===== src/hw/rtl/fost_pkg.sv =====
// ============================================================================
// fost_pkg - shared types and constants for the flow observer state tracker
// Holds controller states, command and status bundles, the flow entry
// layout, configuration register indexes and protocol constants.
// ============================================================================
package fost_pkg;

   // field widths fixed by the packet format
   localparam int SLOT_W   = 10;
   localparam int LEN_W    = 16;
   localparam int WORD_W   = 32;
   localparam int BYTE_W   = 8;
   localparam int STATE_W  = 3;
   localparam int TACT_W   = 2;
   localparam int CSR_IDX_W = 3;

   // configuration register indexes
   localparam logic [CSR_IDX_W-1:0] CSR_SIG_MASK    = 3'd0;
   localparam logic [CSR_IDX_W-1:0] CSR_MAGIC_VALUE = 3'd1;
   localparam logic [CSR_IDX_W-1:0] CSR_STOP_MASK   = 3'd2;
   localparam logic [CSR_IDX_W-1:0] CSR_EXT_MASK    = 3'd3;
   localparam logic [CSR_IDX_W-1:0] CSR_IDLE_TO     = 3'd4;
   localparam logic [CSR_IDX_W-1:0] CSR_ASSOC_TO    = 3'd5;
   localparam logic [CSR_IDX_W-1:0] CSR_STOP_TO     = 3'd6;

   // reset values of the timeouts, 100 ms units
   localparam logic [BYTE_W-1:0] IDLE_TO_RST  = 8'd100;
   localparam logic [BYTE_W-1:0] ASSOC_TO_RST = 8'd30;
   localparam logic [BYTE_W-1:0] STOP_TO_RST  = 8'd20;

   // packet checks
   localparam logic [LEN_W-1:0]  MIN_LENGTH     = 16'd48;
   localparam logic [LEN_W-1:0]  EXT_MIN_LENGTH = 16'd51;
   localparam logic [BYTE_W-1:0] EXT_TYPE_HOP   = 8'd1;
   localparam logic [BYTE_W-1:0] EXT_II_MASK    = 8'h03;

   // opcodes
   localparam logic OP_PACKET = 1'b0;
   localparam logic OP_CLEAR  = 1'b1;

   // observer states as stored per flow
   localparam logic [STATE_W-1:0] FS_ZERO        = 3'd0;
   localparam logic [STATE_W-1:0] FS_UNIFLOW     = 3'd1;
   localparam logic [STATE_W-1:0] FS_ASSOCIATING = 3'd2;
   localparam logic [STATE_W-1:0] FS_ASSOCIATED  = 3'd3;
   localparam logic [STATE_W-1:0] FS_STOPWAIT    = 3'd4;
   localparam logic [STATE_W-1:0] FS_STOPPING    = 3'd5;

   // timer actions
   localparam logic [TACT_W-1:0] TA_NONE    = 2'd0;
   localparam logic [TACT_W-1:0] TA_START   = 2'd1;
   localparam logic [TACT_W-1:0] TA_REFRESH = 2'd2;

   typedef enum logic [1:0] {
      CTRL_SWEEP,
      CTRL_IDLE,
      CTRL_EXEC
   } ctrl_state_type;

   typedef struct packed {
      logic capture;
      logic execute;
      logic sweep;
   } ctrl_cmd_type;

   typedef struct packed {
      logic sweep_last;
   } ctrl_status_type;

   typedef struct packed {
      logic [WORD_W-1:0] sig_mask;
      logic [WORD_W-1:0] magic_value;
      logic [WORD_W-1:0] stop_mask;
      logic [WORD_W-1:0] extended_mask;
      logic [BYTE_W-1:0] idle_timeout;
      logic [BYTE_W-1:0] associated_timeout;
      logic [BYTE_W-1:0] stop_timeout;
   } cfg_type;

   typedef struct packed {
      logic [STATE_W-1:0] state;
      logic [WORD_W-1:0]  first_direction;
      logic [WORD_W-1:0]  associating_number;
      logic [WORD_W-1:0]  stopwait_number;
      logic [WORD_W-1:0]  packets;
   } entry_type;

endpackage


===== src/hw/rtl/fost_csr.sv =====
// ============================================================================
// fost_csr - configuration registers
// Plain write port; one register per index, unknown indexes are dropped.
// ============================================================================
module fost_csr
   import fost_pkg::*;
(
   input  logic                 clock,
   input  logic                 reset,
   input  logic                 csr_we,
   input  logic [CSR_IDX_W-1:0] csr_index,
   input  logic [WORD_W-1:0]    csr_wdata,
   output cfg_type              cfg
);

   cfg_type cfg_ff;
   cfg_type cfg_in;

   // decode the write
   always_comb begin
      cfg_in = cfg_ff;
      if (csr_we) begin
         unique case (csr_index)
            CSR_SIG_MASK:    cfg_in.sig_mask           = csr_wdata;
            CSR_MAGIC_VALUE: cfg_in.magic_value        = csr_wdata;
            CSR_STOP_MASK:   cfg_in.stop_mask          = csr_wdata;
            CSR_EXT_MASK:    cfg_in.extended_mask      = csr_wdata;
            CSR_IDLE_TO:     cfg_in.idle_timeout       = csr_wdata[BYTE_W-1:0];
            CSR_ASSOC_TO:    cfg_in.associated_timeout = csr_wdata[BYTE_W-1:0];
            CSR_STOP_TO:     cfg_in.stop_timeout       = csr_wdata[BYTE_W-1:0];
            default:         cfg_in = cfg_ff;
         endcase
      end
   end

   // hold the registers
   always_ff @(posedge clock) begin
      if (reset) begin
         cfg_ff.sig_mask           <= '0;
         cfg_ff.magic_value        <= '0;
         cfg_ff.stop_mask          <= '0;
         cfg_ff.extended_mask      <= '0;
         cfg_ff.idle_timeout       <= IDLE_TO_RST;
         cfg_ff.associated_timeout <= ASSOC_TO_RST;
         cfg_ff.stop_timeout       <= STOP_TO_RST;
      end else begin
         cfg_ff <= cfg_in;
      end
   end

   assign cfg = cfg_ff;

endmodule


===== config.mk =====
export PLATFORM = sky130hd
export DESIGN_NAME = fost_csr
export DESIGN_NICKNAME = d
export VERILOG_FILES = /design/src/hw/rtl/fost_pkg.sv /design/src/hw/rtl/fost_csr.sv
export SDC_FILE = /design/constraint.sdc
export NUM_CORES = 1
export LEC_CHECK = 0
export BUFFER_PORTS_ARGS = -buffer_cell sky130_fd_sc_hd__buf_2
export CAP_MARGIN = 20
export CORE_ASPECT_RATIO = 2
export CORE_MARGIN = 4
export CORE_UTILIZATION = 50
export CTS_BUF_LIST = sky130_fd_sc_hd__clkbuf_8
export CTS_CLUSTER_SIZE = 8
export DETAILED_ROUTE_END_ITERATION = 12
export HOLD_SLACK_MARGIN = 0.06
export MAX_ROUTING_LAYER = met4
export PLACE_DENSITY_LB_ADDON = 0.08
export SLEW_MARGIN = 20
export SYNTH_ARGS = -nofsm -noshare
export SYNTH_HDL_FRONTEND = slang
export SYNTH_SLANG_ARGS = --single-unit

===== constraint.sdc =====
create_clock -name clock -period 2.4 [get_ports clock]
set_input_delay 0.12 -clock clock [delete_from_list [all_inputs] [get_ports clock]]
set_output_delay 0.12 -clock clock [all_outputs]
set_load 0.005 [all_outputs]

==> impl_metrics.yaml <==
run_status:
  status: "completed"
power_and_ir_drop:
  clkPwrFrac_pct: 39.2
  p_sw_mw: 1.202
  p_leak_nw: 4.055
  ir_drop_v: 0.0004190
  pwr-share-seq_pct: 52.7
  combPwrFrac_pct: 8.2
  p_total_mw: 4.948
  p_sw_share_pct: 24.30
  internal_power_mw: 3.745
  powerDensity_mw_per_mm2: 634.7
drt:
  drtAntennaViolNets: 0
  drt_iter0_drc: 112
  vias: 4570
  dr.pass1.iters: 4
  wl_per_cell_um: 16.83
  drcViolationCount: 0
  vias_per_cell: 5.016
  routed_wl_um: 15330
floorplan:
  design.core.area_mm2: 0.01177
  dieHeight_um: 163.5
  die_w_um: 85.76
  initial_core_util_pct: 51.36
  num_io_pins: 190
  dieArea_mm2: 0.01402
  rows: 56
placement:
  numPortBuffers: 189
  hpwl_um: 10940
  dpl_cell_area_mm2: 0.007108
  routabilityCongestion: 0.7838
  pre_cts_slack_ns: 0.8008
  dp.cells: 850
sta:
  relSlewSlack_pct: 44.20
  finalCriticalPeriod_ns: 1.149
  rsz0062_at_grt: "false"
  fin_crit_sh_pct: 47.90
  final_hold_viol_count: 0
  whs_ns: 0.08172
  tightest_slew_ns: 0.8366
  timing.fmax_ghz: 0.8700
  fin_ws_ns: 1.251
  setup_violations: 0
  final-max-slew-violation-count: 0
  tns_ns: 0
  finClkSkew_ns: 0
clock_network:
  clkLatencyLatePin_ns: 0.43
  cts_buffer_depth: 2
  post_cts_resized: 0
  cts_tree: "built"
  cts.sink_count: 152
  clk_pin_slew_worst_paths_ns: 0.08
  htreeDepth: 4
  hold_buffers: 29
  cts_root_buf: "clkbuf_8"
  postCtsSetupBuffers: 0
  numCtsBuffers: 17
setup_path:
  worstPathMaxFanout: 18
  ff2ff_setup_slack_ns: 1.73
  critPathLaunchType: "primary input"
  crit_type: "primary input to register"
  crit_arrival_ns: 1.49
  cp_data_required_time_ns: 2.74
  end_kind: "register"
logic_synthesis:
  synthCells: 548
  syn_area_mm2: 0.006046
  synth_warnings: 0
  synth_seq_cells: 152
  yosysSeqAreaShare_pct: 50.33
  syn-num-nets: 586
  syn_avg_cell_area_um2: 11.03
  yosysUniqueCellTypes: 16
global_routing:
  grt_max_degree: 71
  grt_antenna_before_repair: 0
  grt_first_pass_wirelength_um: 24760
  grt_pass1_vias: 4769
  track_usage_pct: 23.08
  grt_overflow: 0
cells_and_area:
  layout_commonest_cell: "buf_2"
  syn2layout_area_growth_pct: 28.93
  fin_area_mm2: 0.007795
  final_cell_mix: "buf_2, nand2b_1, mux2i_1, dfxtp_1, dlygate4sd3_1"
  fillerInstances: 946
  nets: 791
  fin_util_pct: 66.22
  largest_reg_flops: 152
  drive_gt1_share_pct: 30.68
  antennaDiodeCount: 0
  final_cells: 911
flow_run:
  drv_cap: 0
worst_hold_path:
  worstHoldPathType: "primary input to register"
[final cells by class]
class | count | area (um^2) | area share [%]
Tap cell | 145 | 181.4 | 2.327
Sequential cell | 152 | 3043 | 39.04
Clock buffer | 18 | 247.7 | 3.178
Multi-Input combinational cell | 353 | 2828 | 36.28
Clock inverter | 14 | 148.9 | 1.910
Timing Repair Buffer | 229 | 1346 | 17.27
[worst max-delay path, cell delays in order]
cell and delay, ns:
buf_2 0.17, nand4bb_2 0.82, mux2i_1 0.38
[final timing paths]
check	startpoint	endpoint	depth (start not counted)
setup / recovery	csr_index[2]	cfg[90]$_SDFFE_PP0P_	3
hold / removal	csr_wdata[16]	cfg[72]$_SDFFE_PP0P_	3
setup reg to reg	cfg[90]$_SDFFE_PP0P_	cfg[90]$_SDFFE_PP0P_	2
hold reg to reg	cfg[109]$_SDFFE_PP0P_	cfg[109]$_SDFFE_PP0P_	2
[logic make-up (layout without fill, tap and decap cells)]
logic type / count (synthesis) / after routing / synth area share [%]
buffers and inverters: 43 / 261 / 3.601
AND/OR/NAND/NOR: 201 / 201 / 20.90
flip-flops: 152 / 152 / 50.33
multiplexers: 152 / 152 / 25.17
[routing by layer]
metal	routed length [um]	vias up	global-route usage, %
met3	744	28	4.442
li1	-	2212	-
met2	8093	140	40.19
met4	510	0	10.16
met1	5982	2190	25.15
met5	0	-	-
[synth_stat cells]
cell	count	area share [%]
clkbuf_1	23	1.4
nor4bb_1	2	0.33
mux2i_1	152	25
buf_12	1	0.33
buf_6	2	0.37
nor2_1	15	0.93
buf_2	14	1.2
buf_1	1	0.062
nand2b_1	175	18
nand4b_1	3	0.43
dfxtp_1	152	50
or4b_4	1	0.23
and4b_1	1	0.17
nor4b_1	1	0.14
buf_4	2	0.25
nand4bb_1	3	0.56
[power by group through the flow]
stage / clock, mW / sequential [mW] / combinational [mW]
after floorplan: 0 / 2.67 / 0.216
after global placement: 0 / 2.66 / 0.362
after detailed placement: 0 / 2.66 / 0.371
after CTS: 1.98 / 2.61 / 0.408
after global routing: 2.09 / 2.61 / 0.441
final: 1.94 / 2.61 / 0.404
Note: power is estimated with default switching activity, not from simulation.
