--- config.mk ---
export PLATFORM = sky130hd
export DESIGN_NAME = fost_ctrl
export DESIGN_NICKNAME = d
export VERILOG_FILES = /design/src/hw/rtl/fost_pkg.sv /design/src/hw/rtl/fost_ctrl.sv
export SDC_FILE = /design/constraint.sdc
export NUM_CORES = 1
export LEC_CHECK = 0
export ABC_AREA = 1
export BUFFER_PORTS_ARGS = -buffer_cell sky130_fd_sc_hd__buf_2
export CORE_AREA = 2 2 39 41
export DETAILED_ROUTE_END_ITERATION = 12
export DIE_AREA = 0 0 41 43
export GPL_TIMING_DRIVEN = 1
export SLEW_MARGIN = 20
export SYNTH_ARGS = -nofsm -noshare
export SYNTH_HDL_FRONTEND = slang
export SYNTH_SLANG_ARGS = --single-unit
--- constraint.sdc ---
create_clock -name clock -period 1.4 [get_ports clock]
set_clock_uncertainty 0.05 [all_clocks]
set_input_delay 0.07 -clock clock [delete_from_list [all_inputs] [get_ports clock]]
set_output_delay 0.07 -clock clock [all_outputs]
set_load 0.01 [all_outputs]
--- src/hw/rtl/fost_pkg.sv ---
// ============================================================================
// fost_pkg - shared types and constants for the flow observer state tracker
// Holds controller states, command and status bundles, the flow entry
// layout, configuration register indexes and protocol constants.
// ============================================================================
package fost_pkg;

   // field widths fixed by the packet format
   localparam int SLOT_W   = 10;
   localparam int LEN_W    = 16;
   localparam int WORD_W   = 32;
   localparam int BYTE_W   = 8;
   localparam int STATE_W  = 3;
   localparam int TACT_W   = 2;
   localparam int CSR_IDX_W = 3;

   // configuration register indexes
   localparam logic [CSR_IDX_W-1:0] CSR_SIG_MASK    = 3'd0;
   localparam logic [CSR_IDX_W-1:0] CSR_MAGIC_VALUE = 3'd1;
   localparam logic [CSR_IDX_W-1:0] CSR_STOP_MASK   = 3'd2;
   localparam logic [CSR_IDX_W-1:0] CSR_EXT_MASK    = 3'd3;
   localparam logic [CSR_IDX_W-1:0] CSR_IDLE_TO     = 3'd4;
   localparam logic [CSR_IDX_W-1:0] CSR_ASSOC_TO    = 3'd5;
   localparam logic [CSR_IDX_W-1:0] CSR_STOP_TO     = 3'd6;

   // reset values of the timeouts, 100 ms units
   localparam logic [BYTE_W-1:0] IDLE_TO_RST  = 8'd100;
   localparam logic [BYTE_W-1:0] ASSOC_TO_RST = 8'd30;
   localparam logic [BYTE_W-1:0] STOP_TO_RST  = 8'd20;

   // packet checks
   localparam logic [LEN_W-1:0]  MIN_LENGTH     = 16'd48;
   localparam logic [LEN_W-1:0]  EXT_MIN_LENGTH = 16'd51;
   localparam logic [BYTE_W-1:0] EXT_TYPE_HOP   = 8'd1;
   localparam logic [BYTE_W-1:0] EXT_II_MASK    = 8'h03;

   // opcodes
   localparam logic OP_PACKET = 1'b0;
   localparam logic OP_CLEAR  = 1'b1;

   // observer states as stored per flow
   localparam logic [STATE_W-1:0] FS_ZERO        = 3'd0;
   localparam logic [STATE_W-1:0] FS_UNIFLOW     = 3'd1;
   localparam logic [STATE_W-1:0] FS_ASSOCIATING = 3'd2;
   localparam logic [STATE_W-1:0] FS_ASSOCIATED  = 3'd3;
   localparam logic [STATE_W-1:0] FS_STOPWAIT    = 3'd4;
   localparam logic [STATE_W-1:0] FS_STOPPING    = 3'd5;

   // timer actions
   localparam logic [TACT_W-1:0] TA_NONE    = 2'd0;
   localparam logic [TACT_W-1:0] TA_START   = 2'd1;
   localparam logic [TACT_W-1:0] TA_REFRESH = 2'd2;

   typedef enum logic [1:0] {
      CTRL_SWEEP,
      CTRL_IDLE,
      CTRL_EXEC
   } ctrl_state_type;

   typedef struct packed {
      logic capture;
      logic execute;
      logic sweep;
   } ctrl_cmd_type;

   typedef struct packed {
      logic sweep_last;
   } ctrl_status_type;

   typedef struct packed {
      logic [WORD_W-1:0] sig_mask;
      logic [WORD_W-1:0] magic_value;
      logic [WORD_W-1:0] stop_mask;
      logic [WORD_W-1:0] extended_mask;
      logic [BYTE_W-1:0] idle_timeout;
      logic [BYTE_W-1:0] associated_timeout;
      logic [BYTE_W-1:0] stop_timeout;
   } cfg_type;

   typedef struct packed {
      logic [STATE_W-1:0] state;
      logic [WORD_W-1:0]  first_direction;
      logic [WORD_W-1:0]  associating_number;
      logic [WORD_W-1:0]  stopwait_number;
      logic [WORD_W-1:0]  packets;
   } entry_type;

endpackage

--- src/hw/rtl/fost_ctrl.sv ---
// ============================================================================
// fost_ctrl - sequencing controller
// Runs the valid-bit clearing sweep after reset, then takes one request at
// a time: capture and memory read, then execute and write back.
// ============================================================================
module fost_ctrl
   import fost_pkg::*;
(
   input  logic            clock,
   input  logic            reset,
   input  logic            start,
   input  ctrl_status_type status,
   output ctrl_cmd_type    cmd,
   output logic            busy
);

   ctrl_state_type state_ff;
   ctrl_state_type state_in;

   // next state
   always_comb begin
      state_in = state_ff;
      unique case (state_ff)
         CTRL_SWEEP: begin
            if (status.sweep_last) begin
               state_in = CTRL_IDLE;
            end
         end
         CTRL_IDLE: begin
            if (start) begin
               state_in = CTRL_EXEC;
            end
         end
         CTRL_EXEC: state_in = CTRL_IDLE;
         default:   state_in = CTRL_SWEEP;
      endcase
   end

   // commands to the datapath
   always_comb begin
      cmd  = '0;
      busy = 1'b1;
      unique case (state_ff)
         CTRL_SWEEP: cmd.sweep = 1'b1;
         CTRL_IDLE: begin
            busy        = 1'b0;
            cmd.capture = start;
         end
         CTRL_EXEC: cmd.execute = 1'b1;
         default: begin
            cmd  = '0;
            busy = 1'b1;
         end
      endcase
   end

   always_ff @(posedge clock) begin
      if (reset) begin
         state_ff <= CTRL_SWEEP;
      end else begin
         state_ff <= state_in;
      end
   end

endmodule

==> results of run 1 <==
-- worst min-delay path by stage --
stage	to	slack, ns	from
final	state_ff[0]	0.07	start
after global routing	state_ff[1]	0.08	start
after CTS	state_ff[1]	0.07	start
after detailed placement	state_ff[1]	0.22	reset
after global placement	state_ff[1]	0.21	reset
after floorplan	state_ff[1]	0.09	reset
-- cell type report --
type / instances / area share (%)
Clock buffer: 3 / 11.9
Inverter: 4 / 7.95
Multi-Input combinational cell: 9 / 24.5
Sequential cell: 2 / 21.2
Tap cell: 16 / 10.6
Timing Repair Buffer: 8 / 23.8
-- metal layers --
| metal | share of wire, % | wire length, um |
|---|---|---|
| met4 | 0 | 0 |
| met5 | 0 | 0 |
| met1 | 40 | 93 |
| met2 | 40 | 93 |
| met3 | 20 | 46 |
-- power by group --
group / switching, mW / total [mW] / internal (mW)
combinational: 0.0176 / 0.0338 / 0.0163
sequential: 0.00364 / 0.0649 / 0.0613
clock: 0.0308 / 0.125 / 0.0944
total: 0.0520 / 0.224 / 0.172
-- cells by family after synthesis --
logic type / synth area share (%)
flip-flops: 39.5
buffers and inverters: 14.8
AND/OR/NAND/NOR: 38.3
AO/OA/AOI/OAI: 7.41
-- worst max-delay path: cells and delay by family, from the launching register on --
family	cells	cell delay (ns)
buffers and inverters	1	0.13
AND/OR/NAND/NOR	2	0.19
flip-flops	1	0.37
-- cell usage after synthesis, drive strengths merged --
| master | n |
|---|---|
| o21a | 1 |
| nor3 | 1 |
| inv | 4 |
| nor2 | 4 |
| dfxtp | 2 |
| nand2 | 3 |
-- through the flow --
step	hold WS, ns	total power, mW	util (%)	std cells	setup WS (ns)
after detailed placement	0.215	0.0981	11.3	38	0.595
after global routing	0.0802	0.243	13.7	42	0.271
after CTS	0.0657	0.234	13.7	42	0.352
final	0.0711	0.224	13.7	42	0.374
after floorplan	0.0909	0.0835	-	15	0.594
after global placement	0.213	0.0976	11.3	38	0.598
-- what timing repair did --
| action | 4_1_cts | 5_1_grt |
|---|---|---|
| buffers inserted | 0 | 0 |
| endpoints found under the hold margin | 1 | 0 |
| hold buffers | 1 | 0 |
| resized for setup | 0 | 0 |
==> results.cfg, run 1 <==
[synthesis]
syn_nets = 19
postSynthRegisterBits = 2
syn_area_um2 = 101
postSynthCellCount = 15
synth_cell_types = 7
yosys_warnings = 0
synth_area_leaders = dfxtp_1, inv_1, nand2_1, nor2_1, nor3_2
yosysSeqAreaShare_pct = 39.5
postSynthAreaPerCell_um2 = 6.76
synth_top_area_cell = dfxtp_1
synth_top_area_share_pct = 39.5

[cts]
clockRootBuffer = clkbuf_4
clkTransAtPathRegs_ns = 0.03
cts_sinks = 2
clock_latency_ns = 0.22
htree_levels = 1
clockBufferDepth = 2
cts_tree = built
numCtsBuffers = 3

[pwr]
vdd_drop_max_mv = 0.131
powerDensity_nw_per_um2 = 1190
leakagePower_nw = 0.102

[global_routing]
antenna_found_initial = 0
track_usage_pct = 3.21
grt_pass1_vias = 93
top_usage_layer = met3
grt_use_met3_pct = 6.28
grtUsageMet2_pct = 3.44
grt_pass1_wl_um = 262
grt_max_degree = 5
grt_use_met1_pct = 0.958
gr-total-overflow = 0

[critical_path]
cpPeakStageDelay_ns = 0.37
end_kind = primary output
crit_slowest_cell = dfxtp_1
critPathMaxFanout = 4
worstSetupStartpointType = register
required_ns = 1.28
arrival_ns = 0.91
path_class = register to primary output
critPathCapture = cmd[2]
r2r_cells = 4
critPathLaunch = state_ff[0]
r2r_end = state_ff[0]
r2r_start = state_ff[1]
reg2reg_slack_ns = 0.67
crit_chain = nand2_1 -> nor2_1 -> buf_2

[die]
die_width_um = 41
die_h_um = 43
io_pins = 8
rows = 14
initial_core_util_pct = 7.32
core_area_um2 = 1380
die-area_um2 = 1760

[placed_design]
routabilityCongestion = 0.435
port_buffers = 7
postPlaceCellArea_um2 = 156
dp_hpwl_um = 180

[route]
antenna_left = 0
via_per_inst = 2.90
dr.pass1.iters = 1
totalWireLength_um = 233
drt_iter0_markers = 0
wl_per_cell_um = 5.55
drc = 0
vias = 122

[sta]
final-setup-viol-count = 0
final_max_slew_viol_count = 0
fin_crit_ns = 1.03
finalHoldViolations = 0
worst_pin_slew_ns = 0.140
finalCritPeriodShare_pct = 73.3
relSlewSlack_pct = 90.7
fin_setup_tns_ns = 0
rsz0062_at_grt = no
fmax_mhz = 974

[flow_run]
maxCapViolCount = 0

[cells_and_area]
finalInstanceArea_um2 = 189
seqCellArea_um2 = 40.0
area_delta_synth_final_pct = 86.4
diodes = 0
nets = 32
top_register = state_ff
top_regs = state_ff (2)
multi_input_area_um2 = 46.3
mostFrequentLayoutCell = buf_2
largest_reg_flops = 2
drive_gt1_share_pct = 46.2
nFillCells = 156
final_cell_mix = buf_2, inv_1, nor2_1, nand2_1, clkbuf_4

[hold_path]
worstHoldPathType = input pin to register
min_delay_path_depth = 3

[status]
status = finished clean
No activity file was read; power rests on OpenSTA's default activity.
==> inputs of run 2 (changes only) <==
Settings changed: ABC_AREA 1 to 0.
Clock period 1.4 ns to 0.87 ns, I/O delays scaled along.
==> run 2 against run 1 <==
The flow now finishes with violations (negative hold slack, negative setup slack). Sequential share of layout area is 0.33 points higher. Synthesized area is 3.7% higher. Register-to-register slack worse by 0.63 ns. Sequential cell count stayed put. Non-clock buffer count stayed put. Sequential power is 66% higher. Synthesized cell count is 33% lower. Largest power group unchanged. Highest routed layer is now met4.
==> results.cfg, run 2 <==
[status]
status = finished with violations
violations = negative hold slack, negative setup slack

[pwr]
vdd_drop_max_mv = 0.207
powerDensity_nw_per_um2 = 1880
leakagePower_nw = 0.0878
totalPowerFinal_uw = 372

[cts]
htree_levels = 1
cts_setup_buffers = 0
cts_tree = built
clockBufferDepth = 2
cts_sinks = 2
numCtsBuffers = 3
clockRootBuffer = clkbuf_4
cts_hold_buf = 1
clock_latency_ns = 0.22
clkTransAtPathRegs_ns = 0.03

[sta]
worst_pin_slew_ns = 0.184
final_max_slew_viol_count = 0
relSlewSlack_pct = 87.7
finalWorstSetupSlack_ns = -0.128
fin_crit_ns = 0.998
fmax_mhz = 1000
final-setup-viol-count = 3
finalHoldViolations = 1
finalCritPeriodShare_pct = 115
fin_setup_tns_ns = -0.239
hold_ws_ns = -0.00219
rsz0062_at_grt = yes

[cells_and_area]
top_register = state_ff
diodes = 0
largest_reg_flops = 2
top_regs = state_ff (2)
drive_gt1_share_pct = 71.4
finalInstanceArea_um2 = 198
nets = 27
mostFrequentLayoutCell = buf_2
final_cell_mix = buf_2, clkbuf_4, nor2_1, dfxtp_2
area_delta_synth_final_pct = 88.1
fin_util_pct = 14.3

[route]
dr.pass1.iters = 2
drt_iter0_markers = 1
vias = 106
antenna_left = 0
via_per_inst = 2.86
drc = 0
totalWireLength_um = 281
wl_per_cell_um = 7.59

[global_routing]
grt_pass1_wl_um = 372
track_usage_pct = 4.21
antenna_found_initial = 0
grt_max_degree = 6
grt_pass1_vias = 111
gr-total-overflow = 0

[flow_run]
maxCapViolCount = 0

[synthesis]
async_flop_share_pct = 0
synth_cell_types = 8
synth_top_area_cell = dfxtp_1
yosysSeqAreaShare_pct = 38.1
synth_top_area_share_pct = 38.1
synth_area_leaders = dfxtp_1, o32ai_2, nor2b_4, and3b_1, nor2_1
synthAdderAreaFrac_pct = 0
postSynthCellCount = 10
synth_commonest_cells = dfxtp_1, nor2_1
yosys_warnings = 0
postSynthRegisterBits = 2
synth.mux.area_fraction_pct = 0
postSynthAreaPerCell_um2 = 10.5
syn_area_um2 = 105
synth-simple-area-share_pct = 46.4
synth-edff-count = 0
synth_compound_area_share_pct = 15.5
synth_top_family_by_area = simple AND/OR/NAND/NOR gates
syn_nets = 14
synthXorXnorAreaFrac_pct = 0
synthFlopType = dfxtp_1

[critical_path]
critPathMaxFanout = 5
path_class = register to primary output
required_ns = 0.78
end_kind = primary output
worstSetupStartpointType = register
arrival_ns = 0.90

[die]
rows = 14
initial_core_util_pct = 7.59
die-area_um2 = 1760
die_width_um = 41
core_area_um2 = 1380
die_h_um = 43
io_pins = 8

[placed_design]
postPlaceCellArea_um2 = 160
port_buffers = 7
routabilityCongestion = 0.532
dp_slack_ns = 0.0389

[hold_path]
worstHoldPathType = input pin to register
## run 2: cells by family after synthesis
kind of cell / after synthesis
simple gates: 7
compound gates: 1
flops: 2
## run 2: worst paths after layout
path / from / depth (start not counted) / slack, ns / end
setup / recovery: state_ff[1] / 2 / -0.13 / cmd[2]
hold / removal: start / 2 / -0.002 / state_ff[0]
setup reg to reg: state_ff[1] / 2 / 0.04 / state_ff[0]
hold reg to reg: state_ff[1] / 2 / 0.49 / state_ff[0]
## run 2: per-layer routing
metal | vias up | track usage, % | share of wire, % | wire, um
li1 | 56 | - | - | -
met3 | 2 | 4.71 | 14 | 40
met4 | 0 | 8.00 | 2.1 | 6
met5 | - | 0 | 0 | 0
met1 | 42 | 2.88 | 40 | 113
met2 | 6 | 3.75 | 43 | 120
## run 2: final cells by class
type / count / area, um2
Fill cell: 165 / 1190
Multi-Input combinational cell: 8 / 67.6
Timing Repair Buffer: 8 / 45.0
Sequential cell: 2 / 42.5
Clock buffer: 3 / 22.5
Tap cell: 16 / 20.0
## run 2: repair_timing
item	4_1_cts	5_1_grt
endpoints found under the hold margin	2	1
pin swaps	0	1
setup endpoints to repair	4	5
resized for setup	2	1
## run 2: report_power, final
group	internal (mW)	switching (mW)
sequential	0.100	0.00713
combinational	0.0331	0.0284
clock	0.152	0.0506
## run 2: worst max-delay path: stages (launching register included)
cell and delay (ns):
dfxtp_2 0.32, and3b_1 0.23, buf_2 0.14
## run 2: per-stage QoR
step           hold WS [ns]  std cells
2_1_floorplan        0.0578         10
3_3_place_gp          0.217         33
3_5_place_dp          0.220         33
4_1_cts             -0.0139         37
5_1_grt            -0.00351         37
6_report           -0.00219         37
==> inputs of run 3 (changes only) <==
==> constraint.sdc (replaced) <==
create_clock -name clock -period 0.87 [get_ports clock]
set_clock_uncertainty 0.05 [all_clocks]
set_input_delay 0.1305 -clock clock [delete_from_list [all_inputs] [get_ports clock]]
set_output_delay 0.1305 -clock clock [all_outputs]
set_load 0.01 [all_outputs]
==> run 3 against run 2 <==
The run ends with negative setup slack left. Total power is 1.1% lower. Worst setup slack lost 0.077 ns. Via count unchanged. Worst hold slack better by 0.071 ns. Sequential power hardly changed. Sequential share of layout area increased by 1.1 points. Design area shrank 5.1%. Utilization fell by 0.72 points. Fmax down 7.2%. Die area unchanged. Cell count is 2.7% lower.
==> results.cfg, run 3 (synthesis gave the netlist of run 2 again) <==
[status]
status = finished with violations
violations = negative setup slack

[sta]
finalHoldViolations = 0
worst_pin_slew_ns = 0.184
finalWorstSetupSlack_ns = -0.206
rsz0062_at_grt = yes
final_max_slew_viol_count = 0
final-setup-viol-count = 4
relSlewSlack_pct = 87.7
fin_crit_ns = 1.08
finalCritPeriodShare_pct = 124
fmax_mhz = 930

[global_routing]
grt_pass1_wl_um = 345
antenna_found_initial = 0
gr-total-overflow = 0
grt_max_degree = 6
track_usage_pct = 4.01
grt_pass1_vias = 104

[route]
dr.pass1.iters = 2
wl_met2_um = 112
via_per_inst = 2.94
drc = 0
wl_per_cell_um = 7.08
antenna_left = 0
met1Wirelength_um = 96
totalWireLength_um = 255
vias = 106
met3_length_um = 40
dr.max_layer_used = met4
drt_iter0_markers = 1

[critical_path]
cp_top_family = flip-flops
arrival_ns = 0.90
required_ns = 0.69
cpPeakStageDelay_ns = 0.32
worstSetupStartpointType = register
critPathMaxFanout = 5
crit_slowest_cell = dfxtp_2
end_kind = primary output
critPathBufInv = 1
path_class = register to primary output
crit_chain = and3b_1 -> buf_2

[placed_design]
dp_slack_ns = 0.00887
port_buffers = 7
routabilityCongestion = 0.532

[die]
core_area_um2 = 1380
die_width_um = 41
io_pins = 8
die-area_um2 = 1760
die_h_um = 43
initial_core_util_pct = 7.59
rows = 14

[cells_and_area]
top_register = state_ff
mostFrequentLayoutCell = buf_2
diodes = 0
drive_gt1_share_pct = 75.0
area_delta_synth_final_pct = 78.6
final_cell_mix = buf_2, clkbuf_4, nor2_1, dfxtp_2
largest_reg_flops = 2
top_regs = state_ff (2)
fin_util_pct = 13.6
nets = 26

[pwr]
vdd_drop_max_mv = 0.198
powerDensity_nw_per_um2 = 1960
leakagePower_nw = 0.0837

[cts]
cts_tree = built
clockBufferDepth = 2
clock_latency_ns = 0.22
clockRootBuffer = clkbuf_4
clkTransAtPathRegs_ns = 0.03
numCtsBuffers = 3
cts_sinks = 2
htree_levels = 1

[flow_run]
maxCapViolCount = 0

[hold_path]
worstHoldPathType = input pin to register
==> run 3: cell count changes in the layout (fill, tap and decap cells not counted), sizes merged <==
cell | before | now
dlygate4sd3 | 1 | 0
==> run 3: path summary, 6_finish.rpt <==
check	startpoint	to	slack (ns)	cells after the start
max reg2reg	state_ff[1]	state_ff[0]	0.05	2
min reg2reg	state_ff[1]	state_ff[0]	0.49	2
max	state_ff[1]	cmd[2]	-0.21	2
min	reset	state_ff[1]	0.07	2
==> run 3: per-stage QoR <==
stage          hold slack [ns]  instance area, um2  std cells  setup TNS (ns)  total power, mW
6_report                0.0687                 188         36          -0.571            0.367
5_1_grt                 0.0577                 188         36          -0.785            0.404
4_1_cts                 0.0577                 185         36          -0.641            0.385
3_5_place_dp             0.307                 160         33               0            0.164
3_3_place_gp             0.304                 160         33               0            0.164
2_1_floorplan            0.145                 105         10               0            0.137
==> run 3: power breakdown <==
group	total (mW)	internal, mW	switching, mW
Clock	0.203	0.152	0.0506
Sequential	0.107	0.100	0.00689
Combinational	0.0576	0.0301	0.0275
Total	0.367	0.282	0.0850
==> run 3: area by class of cell <==
class	instances	area, um2
Sequential cell	2	42.5
Fill cell	160	1200
Multi-Input combinational cell	8	67.6
Tap cell	16	20.0
Timing Repair Buffer	7	35.0
Clock buffer	3	22.5
==> run 3: metal layers <==
layer  global-route usage, %  up-vias
li1                        -       55
met1                    2.56       43
met2                    3.44        6
met3                    4.71        2
met4                    8.00        0
met5                       0        -
==> run 3: what timing repair did <==
item                                    4_1_cts  5_1_grt
buffers inserted                              0        0
endpoints found under the setup margin        4        5
pin swaps                                     0        1
endpoints found under the hold margin         0        0
resized for setup                             2        1
cloned                                        0        0
hold buffers                                  0        0
